### src/rtl/mnp_pkg.sv
// ----------------------------------------------------------------------------
// mnp_pkg
// Shared types and constants for the note on/off pairing block.
// ----------------------------------------------------------------------------
package mnp_pkg;

    localparam int SLOT_COUNT = 129;
    localparam int TIME_WIDTH = 32;
    localparam int NOTE_SLOTS = SLOT_COUNT - 1;
    localparam int IDX_W      = (NOTE_SLOTS > 1) ? $clog2(NOTE_SLOTS) : 1;
    localparam int VEL_W      = 7;
    localparam int ENTRY_W    = TIME_WIDTH + VEL_W;

    localparam logic [7:0] PITCH_LIMIT = 8'(NOTE_SLOTS);

    typedef enum logic [1:0] {
        CMD_NOTE_ON   = 2'd0,
        CMD_NOTE_OFF  = 2'd1,
        CMD_DAMPER_DN = 2'd2,
        CMD_DAMPER_UP = 2'd3
    } cmd_t;

    typedef enum logic [1:0] {
        KIND_NOTE   = 2'd0,
        KIND_DAMPER = 2'd1,
        KIND_ERROR  = 2'd2
    } kind_t;

    typedef struct packed {
        cmd_t        cmd;
        logic [27:0] delta_ticks;
        logic [6:0]  pitch;
        logic [6:0]  velocity;
    } evt_t;

    typedef struct packed {
        kind_t       kind;
        logic [6:0]  note_pitch;
        logic [6:0]  note_velocity;
        logic [31:0] start_ticks;
        logic [31:0] stop_ticks;
    } res_t;

    typedef struct packed {
        logic [TIME_WIDTH-1:0] start;
        logic [VEL_W-1:0]      vel;
    } entry_t;

endpackage

### src/rtl/midi_note_pairing.sv
// ----------------------------------------------------------------------------
// midi_note_pairing
// Pairs note-on/note-off and damper down/up events into timed spans.
// ----------------------------------------------------------------------------
// Events arrive on the evt channel (evt_valid, evt_stall, evt_data), each with
// a delta time that is added to a running tick count before the event acts.
// Note-off and damper-up beats give one span (or an unmatched-off error) on
// the res channel (res_valid, res_stall, res_data); note-on and damper-down
// give nothing. An event is held in the event register, its result in the
// result register. Throughput: one event per cycle unless an event with a
// result waits on a held result, set by the single read-modify-write of the
// note RAM per event, with a forwarding register covering a write and a read
// of the same pitch in back-to-back beats. Reset clears the tick count and
// all pending flags; the note RAM needs no clearing since an entry is only
// read while its pending flag is set. While res is stalled with a result
// held, further events that cause no result still flow; an event that causes
// a result stalls evt until the result register frees.
// ----------------------------------------------------------------------------
module midi_note_pairing (
    input  logic          clk,
    input  logic          rst_n,
    input  logic          evt_valid,
    output logic          evt_stall,
    input  mnp_pkg::evt_t evt_data,
    output logic          res_valid,
    input  logic          res_stall,
    output mnp_pkg::res_t res_data
);

    logic          out_free;
    logic          emit;
    mnp_pkg::res_t emit_data;

    mnp_pair_stage u_pair (
        .clk       (clk),
        .rst_n     (rst_n),
        .evt_valid (evt_valid),
        .evt_stall (evt_stall),
        .evt_data  (evt_data),
        .out_free  (out_free),
        .emit      (emit),
        .emit_data (emit_data)
    );

    mnp_out_buf u_out (
        .clk       (clk),
        .rst_n     (rst_n),
        .load      (emit),
        .load_data (emit_data),
        .free      (out_free),
        .res_valid (res_valid),
        .res_stall (res_stall),
        .res_data  (res_data)
    );

`ifndef NO_ASSERTIONS
    // input backpressure only comes from a held result
    a_stall_cause: assert property (@(posedge clk) disable iff (!rst_n)
        evt_stall |-> (res_valid && res_stall))
        else $error("evt stalled without a held result");

    a_damper_fields: assert property (@(posedge clk) disable iff (!rst_n)
        (res_valid && (res_data.kind == mnp_pkg::KIND_DAMPER)) |->
        ((res_data.note_pitch == 7'd0) && (res_data.note_velocity == 7'd0)))
        else $error("damper span with pitch or velocity set");

    a_error_fields: assert property (@(posedge clk) disable iff (!rst_n)
        (res_valid && (res_data.kind == mnp_pkg::KIND_ERROR)) |->
        ((res_data.start_ticks == 32'd0) && (res_data.note_velocity == 7'd0)))
        else $error("unmatched off with start or velocity set");

    // a result taken in a cycle with no new emit leaves the register empty
    a_drain: assert property (@(posedge clk) disable iff (!rst_n)
        (res_valid && !res_stall && !emit) |=> !res_valid)
        else $error("result beat repeated");
`endif

endmodule

### src/rtl/mnp_ram.sv
// ----------------------------------------------------------------------------
// mnp_ram
// Generic single write port, single read port RAM with registered read.
// ----------------------------------------------------------------------------
module mnp_ram #(
    parameter int WIDTH = 8,
    parameter int DEPTH = 16
) (
    input  logic                                      clk,
    input  logic                                      wr_en,
    input  logic [((DEPTH > 1) ? $clog2(DEPTH) : 1)-1:0] wr_addr,
    input  logic [WIDTH-1:0]                          wr_data,
    input  logic                                      rd_en,
    input  logic [((DEPTH > 1) ? $clog2(DEPTH) : 1)-1:0] rd_addr,
    output logic [WIDTH-1:0]                          rd_data
);

    logic [WIDTH-1:0] mem_reg [DEPTH];
    logic [WIDTH-1:0] rd_data_reg;

    always_ff @(posedge clk)
    begin
        if (wr_en)
        begin
            mem_reg[wr_addr] <= wr_data;
        end
        if (rd_en)
        begin
            rd_data_reg <= mem_reg[rd_addr];
        end
    end

    assign rd_data = rd_data_reg;

endmodule

### src/rtl/mnp_out_buf.sv
// ----------------------------------------------------------------------------
// mnp_out_buf
// Result register between the pairing stage and the result channel.
// ----------------------------------------------------------------------------
module mnp_out_buf (
    input  logic          clk,
    input  logic          rst_n,
    input  logic          load,
    input  mnp_pkg::res_t load_data,
    output logic          free,
    output logic          res_valid,
    input  logic          res_stall,
    output mnp_pkg::res_t res_data
);

    logic          valid_reg;
    logic          valid_next;
    mnp_pkg::res_t data_reg;

    assign free = !valid_reg || !res_stall;

    always_comb
    begin
        if (load)
        begin
            valid_next = 1'b1;
        end
        else if (!res_stall)
        begin
            valid_next = 1'b0;
        end
        else
        begin
            valid_next = valid_reg;
        end
    end

    always_ff @(posedge clk or negedge rst_n)
    begin
        if (!rst_n)
        begin
            valid_reg <= 1'b0;
        end
        else
        begin
            valid_reg <= valid_next;
        end
    end

    always_ff @(posedge clk)
    begin
        if (load)
        begin
            data_reg <= load_data;
        end
    end

    assign res_valid = valid_reg;
    assign res_data  = data_reg;

endmodule

### src/rtl/mnp_pair_stage.sv
// ----------------------------------------------------------------------------
// mnp_pair_stage
// Event register, running tick count, slot tables and pairing logic.
// ----------------------------------------------------------------------------
module mnp_pair_stage (
    input  logic          clk,
    input  logic          rst_n,
    input  logic          evt_valid,
    output logic          evt_stall,
    input  mnp_pkg::evt_t evt_data,
    input  logic          out_free,
    output logic          emit,
    output mnp_pkg::res_t emit_data
);

    logic                          in_valid_reg;
    mnp_pkg::evt_t                 in_reg;
    logic [mnp_pkg::TIME_WIDTH-1:0] run_reg;
    logic [mnp_pkg::TIME_WIDTH-1:0] run_next;
    logic                          pend_reg [mnp_pkg::NOTE_SLOTS];
    logic                          dmp_pend_reg;
    logic [mnp_pkg::TIME_WIDTH-1:0] dmp_start_reg;
    logic                          fwd_hit_reg;
    mnp_pkg::entry_t               fwd_data_reg;

    logic                          accept;
    logic                          advance;
    logic                          has_result;
    logic                          in_range;
    logic [mnp_pkg::IDX_W-1:0]     slot;
    logic [mnp_pkg::IDX_W-1:0]     rd_addr;
    logic                          wr_en;
    mnp_pkg::entry_t               wr_entry;
    logic [mnp_pkg::ENTRY_W-1:0]   ram_rd_data;
    mnp_pkg::entry_t               rd_entry;
    logic                          slot_pend;

    assign accept   = evt_valid && !evt_stall;
    assign run_next = run_reg + mnp_pkg::TIME_WIDTH'(in_reg.delta_ticks);
    assign in_range = {1'b0, in_reg.pitch} < mnp_pkg::PITCH_LIMIT;
    assign slot     = in_reg.pitch[mnp_pkg::IDX_W-1:0];
    assign rd_addr  = evt_data.pitch[mnp_pkg::IDX_W-1:0];

    assign has_result = (in_reg.cmd == mnp_pkg::CMD_NOTE_OFF) ||
                        (in_reg.cmd == mnp_pkg::CMD_DAMPER_UP);
    assign advance    = in_valid_reg && (!has_result || out_free);
    assign evt_stall  = in_valid_reg && !advance;
    assign emit       = advance && has_result;

    assign wr_en          = advance && (in_reg.cmd == mnp_pkg::CMD_NOTE_ON) && in_range;
    assign wr_entry.start = run_next;
    assign wr_entry.vel   = in_reg.velocity;

    // write in the same beat as the read of the next event returns old data
    assign rd_entry  = fwd_hit_reg ? fwd_data_reg : mnp_pkg::entry_t'(ram_rd_data);
    assign slot_pend = in_range && pend_reg[slot];

    mnp_ram #(
        .WIDTH (mnp_pkg::ENTRY_W),
        .DEPTH (mnp_pkg::NOTE_SLOTS)
    ) u_note_ram (
        .clk     (clk),
        .wr_en   (wr_en),
        .wr_addr (slot),
        .wr_data (mnp_pkg::ENTRY_W'(wr_entry)),
        .rd_en   (accept),
        .rd_addr (rd_addr),
        .rd_data (ram_rd_data)
    );

    always_comb
    begin
        emit_data.kind          = mnp_pkg::KIND_ERROR;
        emit_data.note_pitch    = 7'd0;
        emit_data.note_velocity = 7'd0;
        emit_data.start_ticks   = 32'd0;
        emit_data.stop_ticks    = 32'(run_next);
        case (in_reg.cmd)
            mnp_pkg::CMD_NOTE_OFF:
            begin
                emit_data.note_pitch = in_reg.pitch;
                if (slot_pend)
                begin
                    emit_data.kind          = mnp_pkg::KIND_NOTE;
                    emit_data.note_velocity = rd_entry.vel;
                    emit_data.start_ticks   = 32'(rd_entry.start);
                end
            end
            mnp_pkg::CMD_DAMPER_UP:
            begin
                if (dmp_pend_reg)
                begin
                    emit_data.kind        = mnp_pkg::KIND_DAMPER;
                    emit_data.start_ticks = 32'(dmp_start_reg);
                end
            end
            default:
            begin
                emit_data.kind = mnp_pkg::KIND_ERROR;
            end
        endcase
    end

    always_ff @(posedge clk or negedge rst_n)
    begin
        if (!rst_n)
        begin
            in_valid_reg <= 1'b0;
            run_reg      <= '0;
            dmp_pend_reg <= 1'b0;
            fwd_hit_reg  <= 1'b0;
            for (int i = 0; i < mnp_pkg::NOTE_SLOTS; i++)
            begin
                pend_reg[i] <= 1'b0;
            end
        end
        else
        begin
            if (accept)
            begin
                in_valid_reg <= 1'b1;
                fwd_hit_reg  <= wr_en && (slot == rd_addr);
            end
            else if (advance)
            begin
                in_valid_reg <= 1'b0;
            end
            if (advance)
            begin
                run_reg <= run_next;
                unique case (in_reg.cmd)
                    mnp_pkg::CMD_NOTE_ON:
                    begin
                        if (in_range)
                        begin
                            pend_reg[slot] <= 1'b1;
                        end
                    end
                    mnp_pkg::CMD_NOTE_OFF:
                    begin
                        if (slot_pend)
                        begin
                            pend_reg[slot] <= 1'b0;
                        end
                    end
                    mnp_pkg::CMD_DAMPER_DN:
                    begin
                        dmp_pend_reg <= 1'b1;
                    end
                    mnp_pkg::CMD_DAMPER_UP:
                    begin
                        dmp_pend_reg <= 1'b0;
                    end
                endcase
            end
        end
    end

    always_ff @(posedge clk)
    begin
        if (accept)
        begin
            in_reg       <= evt_data;
            fwd_data_reg <= wr_entry;
        end
        if (advance && (in_reg.cmd == mnp_pkg::CMD_DAMPER_DN))
        begin
            dmp_start_reg <= run_next;
        end
    end

endmodule
### config.mk
export PLATFORM = sky130hd
export DESIGN_NAME = midi_note_pairing
export DESIGN_NICKNAME = d
export VERILOG_FILES = /design/src/rtl/mnp_pkg.sv /design/src/rtl/midi_note_pairing.sv /design/src/rtl/mnp_ram.sv /design/src/rtl/mnp_out_buf.sv /design/src/rtl/mnp_pair_stage.sv
export SDC_FILE = /design/constraint.sdc
export NUM_CORES = 2
export LEC_CHECK = 0
export BUFFER_PORTS_ARGS = -buffer_cell sky130_fd_sc_hd__buf_2
export CAP_MARGIN = 25
export CORE_MARGIN = 10
export CORE_UTILIZATION = 57
export CTS_CLUSTER_DIAMETER = 50
export DETAILED_ROUTE_END_ITERATION = 8
export GPL_ROUTABILITY_DRIVEN = 0
export PLACE_DENSITY_LB_ADDON = 0.25
export SETUP_SLACK_MARGIN = 0.15
export SLEW_MARGIN = 40
export SYNTH_ARGS = -nofsm -noshare
export SYNTH_HDL_FRONTEND = slang
export SYNTH_MEMORY_MAX_BITS = 65536
export SYNTH_SLANG_ARGS = --single-unit
export TNS_END_PERCENT = 10
### constraint.sdc
create_clock -name clk -period 6.7 [get_ports clk]
set_input_delay 0.335 -clock clk [delete_from_list [all_inputs] [get_ports clk]]
set_output_delay 0.335 -clock clk [all_outputs]
set_load 0.005 [all_outputs]
# --- Yosys cells after proc, flatten, opt, wreduce, memory -nomap -nowiden ---
# Memories as Yosys holds them, arrays and structs flattened. A register that Yosys moved wholly into a read port is not among the register bits.
# Cells that the tools add are included.
op_classes:
  n_addsub: 1
  n_mul: 0
  magnitude_cmp: 2
  n_bitwise: 4
  reduce_logical: 23
  n_shift: 0
  n_eq_ne: 6
  div_mod_pow: 0
  mux: 21
op_table:
  columns: ["operator", "n"]
  rows:
  - ["$pmux 128 s2", 1]
  - ["$and 128x128->128", 1]
  - ["$mux 128", 1]
  - ["$not 128->128", 1]
  - ["$or 128x128->128", 1]
  - ["$mux 32", 2]
  - ["$pmux 32 s2", 1]
  - ["$mux 39", 1]
  - ["$add 32x28->32", 1]
  - ["$mux 1", 9]
  - ["$ge 8x8->1 const B", 1]
  - ["$logic_and 1x1->1", 8]
  - ["$lt 8x1->1 const B", 1]
  - ["$not 7->8", 1]
  - ["$bmux 1 s7", 1]
  - ["$demux 1 s7", 1]
  - ["$eq 7x7->1", 1]
  - ["$reduce_bool 2->1", 3]
  - ["$logic_not 1->1", 5]
  - ["$eq 2x2->1 const B", 2]
  - ["$mux 2", 2]
  - ["$ne 2x1->1 const B", 2]
  - ["$pmux 2 s2", 1]
  - ["$reduce_and 2->1", 2]
  - ["other kinds (5)", 7]
word_totals:
  wordCells: 203
  in_bits: 48
  ramBits: 4992
  latchBits: 0
  reg_bits: 359
  mem_bits_ro: 0
  mem_count: 1
  out_inout_bits: 82
mem_list:
  columns: ["name", "words", "word_bits", "read_ports", "rd_ports_with_merged_regs", "wr", "line_no", "rtl"]
  rows:
  - ["u_pair.u_note_ram.mem_reg", 128, 39, 1, 1, 1, "mnp_ram.sv:18", "logic [WIDTH-1:0] mem_reg [DEPTH];"]

# --- Longest topological paths before layout ---
logic_depth:
  word_depth: 10
  mapped_depth: 14
  depth_no_buf: 12

# --- Hierarchy ---
# From an unflattened synthesis, not the netlist that was laid out.
hier_totals:
  cells_unflattened: 8566
  hier_area_um2: 207656.7
by_module_without_submodules:
  columns: ["mod", "n_inst", "area_per_inst_um2", "cells_per_inst", "seq_area_each_um2"]
  rows:
  - ["mnp_ram", 1, 190686.6, 7261, 151074.9]
  - ["mnp_pair_stage", 1, 14531.4, 1222, 7532.2]
  - ["mnp_out_buf", 1, 2438.6, 83, 2427.3]

# --- Least setup slack after synthesis ---
# Ideal clock, no wire load.
synth_path:
  path_type: "register to register"
  from: "register u_pair.run_reg[0] (netlist bit)"
  to: "register u_out.data_reg (netlist bit u_out.res_data[28]) (data pin)"
  setup_ps: 944
  path_stages_with_launch: 13
  arrival_time_ps: 5924
  required_time_ps: 5756
  period_less_slack_ps: 6867
  path_buffers: 0
  path_slack_ps: -167
  cell_sequence: "dfrtp_1 ha_1 inv_1 fa_1 nor2b_1 o21ai_0 a21boi_0 o311ai_0 a21oi_1 o21ai_0 a21oi_1 nor2_1 xnor2_1"
synth_rtl:
  columns: ["element", "line_no", "rtl"]
  rows:
  - ["start: declaration", "mnp_pair_stage.sv:18", "logic [mnp_pkg::TIME_WIDTH-1:0] run_reg;"]
  - ["start signal: assignment", "mnp_pair_stage.sv:130", "run_reg <= run_next;"]
  - ["end signal: assignment", "mnp_out_buf.sv:54", "data_reg <= load_data;"]
  - ["end: declaration", "mnp_out_buf.sv:18", "mnp_pkg::res_t data_reg;"]

==> metrics.txt <==
leading post-synthesis cells by cell area edfxtp_1 (76%), mux4_2 (18%), dfrtp_1 (2.0%), clkbuf_1 (0.54%), nor2_1 (0.53%); I/O Buffers 129; Slew headroom 30.6%; setup TNS 0 ns; crit share post-route 71.1%; FFs w/ async S/R, synth 3.04%; RSZ-0062 raised after global routing no; drt total wl 536 mm; Mapped Cells 8,506; number of fillers in the final layout 22,200; vias in the first global route 99,200; hold path cells 2; static leakage 73.6 nW; crit-path max cell delay 0.70 ns; critical path class flip-flop to flip-flop; VDD IR max 0.663 mV; cells resized by post-CTS repair 0; DIE AREA 386,000 µm²; syn_area_per_cell 24.2 µm²; routed via count 99,500; post-CTS setup buffers 0; Clk pin slew, worst setup/hold paths 0.06 ns; GRT Residual Overflow 0; pre-CTS setup slack 1.70 ns; maximum number of pins on one net before global-route repair 132; post-synthesis cell type count 54; Seq cells post-synth 5,390; Commonest cells post-synth edfxtp_1 (5,226), mux4_2 (1,640), clkbuf_1 (298), nor2_1 (291), dfrtp_1 (164); io pins 130; post-synthesis sequential area ratio 78.2%; CP Cell Sequence buf_4, inv_2, a221oi_1, nor2_1, o21ai_0, a41oi_1, nor4_4, nand2b_2, buf_4, o21ai_0; detailed placer's ending HPWL 307 mm; initial antenna violation count 73; fin crit period 4.77 ns; most frequent cell after synthesis edfxtp_1; Skew-Pair Late Insertion Delay 1.04 ns; status finished clean; Die Y 621 µm; Hold Vio Cnt, Final 0; post-DR vias/cell 6.91; total power 91.6 mW; total global-route track usage 27.4%; post-synth top area share 76.2%; # clock sinks 5,390; Yosys warnings 0; CP max-delay cell edfxtp_1; number of flops mapped to enable cells by yosys 5,226; area leader, netlist edfxtp_1; worst-case reg-to-reg path depth 10; drt first-iter violations 16,500; share of cells above drive strength 1 32.8%; FP Rows 220; Die X 621 µm; H-tree depth 6; Max Fclk 210 MHz; Final setup viols 0; syn_nets 8,583; Crit path required time 7.42 ns; Pwr Density 390 nW/µm²; Crit Path Max Fanout 33; Nets 9,256; Largest register FFs 4,992; first-pass detailed-route iteration total 6; global-route wire length before repair 760 mm; Layout Skew 0.0455 ns; Layout area overhead 14.0%; Initial Utilization 57.3%; CTS tree yes; ys flop type edfxtp_1; crit end category flip-flop; Slew @ Worst Pin 1.04 ns; Root Driver clkbuf_16; Final Max Slew Viols 0; CTS Buffer Depth 4; TritonCTS buffer count 541; Mapped Area 206,000 µm²; Final WS setup 1.93 ns; HP Class primary input to flip-flop; drt drc 0; wire per inst 37.2 µm; max-cap violation count 0; core area 359,000 µm²; Routed Antenna Nets 0; crit path launch type flip-flop; Arrival @ worst endpoint 5.49 ns
-- critical path: cells and delay by family (launching register included) --
kind | cells | cell delay, ns
AOI/OAI and AO/OA | 4 | 1.14
buffers and inverters | 3 | 1.42
and+or+nand+nor | 3 | 1.16
DFF | 1 | 0.70
-- layer usage --
layer	vias to the layer above	track usage, %	wire length, µm
li1	38100	-	-
met1	53400	40.0	199000
met2	7037	41.0	248000
met3	905	7.29	68200
met4	20	9.35	20300
met5	-	0	132
-- cells by family after synthesis --
group                      count (synthesis)  share of synthesized area [%]
muxes                                   1760                           18.5
AOI/OAI and AO/OA                        315                          0.988
buffers and inverters                    465                          0.937
adders and majority gates                 29                          0.180
DFF                                     5390                           78.2
xor gates and xnor gates                  39                          0.166
and+or+nand+nor                          508                           1.02
-- layout make-up --
cell class              instances  area, µm²  share of cell area [%]
multi-input cells            2651      44600                    19.0
clock inverters               289       2490                    1.06
flip-flops and latches       5390     161000                    68.6
inverters                      16       70.1                  0.0298
clock buffers                 677      14500                    6.20
well taps                    4773       5970                    2.54
diodes                         34       85.1                  0.0362
repair buffers                579       5970                    2.54
-- where the power goes --
group | internal, mW | leakage (nW) | total (mW) | switching, mW
sequential | 46.5 | 48.8 | 46.8 | 0.239
clock | 16.8 | 8.33 | 29.3 | 12.5
combinational | 2.82 | 16.4 | 15.5 | 12.7
-- path summary, 6_finish.rpt --
path / slack (ns) / endpoint / start
worst max-delay path: 1.93 / u_out.res_data[50] / u_pair.slot[2]
worst min-delay path: 0.06 / u_pair.in_reg[14] / evt_data[14]
worst max register to register: 1.93 / u_out.res_data[50] / u_pair.slot[2]
worst min register to register: 0.48 / flip-flop / flip-flop
max in group asynchronous: 5.43 / asynchronous set/reset pin / rst_n
min in group asynchronous: 0.49 / u_pair.run_reg[14] / rst_n
-- metrics by stage --
| step | utilization (%) | instances | instance area (µm²) | hold WS, ns |
|---|---|---|---|---|
| after global routing | 65.3 | 14400 | 235000 | 0.0450 |
| final | 65.3 | 14400 | 235000 | 0.0650 |
| after global placement | 59.8 | 13300 | 215000 | 0.425 |
| after detailed placement | 60.2 | 13300 | 216000 | 0.437 |
| after floorplan | - | 8506 | 206000 | 0.0394 |
| after CTS | 65.1 | 14400 | 234000 | 0.000181 |
-- cell usage in the layout (no fill, tap or decap), types with 11 or more instances in the layout --
cell type	instances
buf_16	25
clkbuf_1	111
xnor2_2	13
inv_1	12
a31oi_1	102
mux2i_1	69
ha_1	27
nor2_4	130
buf_2	122
clkinv_8	11
nand2_1	134
clkinv_2	81
clkinv_1	116
buf_6	33
inv_6	26
buf_4	229
dfrtp_1	163
a21oi_1	41
edfxtp_1	5226
buf_8	32
bufinv_16	36
clkbuf_16	564
o22ai_1	15
o21ai_0	57
nor2_1	159
a221oi_1	30
mux4_2	1640
mux2_2	51
buf_12	70
a21o_1	36
dlygate4sd3_1	66
diode_2	34
-- repair_timing --
| item | CTS | global route |
|---|---|---|
| hold endpoints to repair | 118 | 0 |
| endpoints found under the setup margin | 0 | 0 |
| hold buffers | 67 | 0 |
Note: power is estimated with default switching activity, not from simulation.
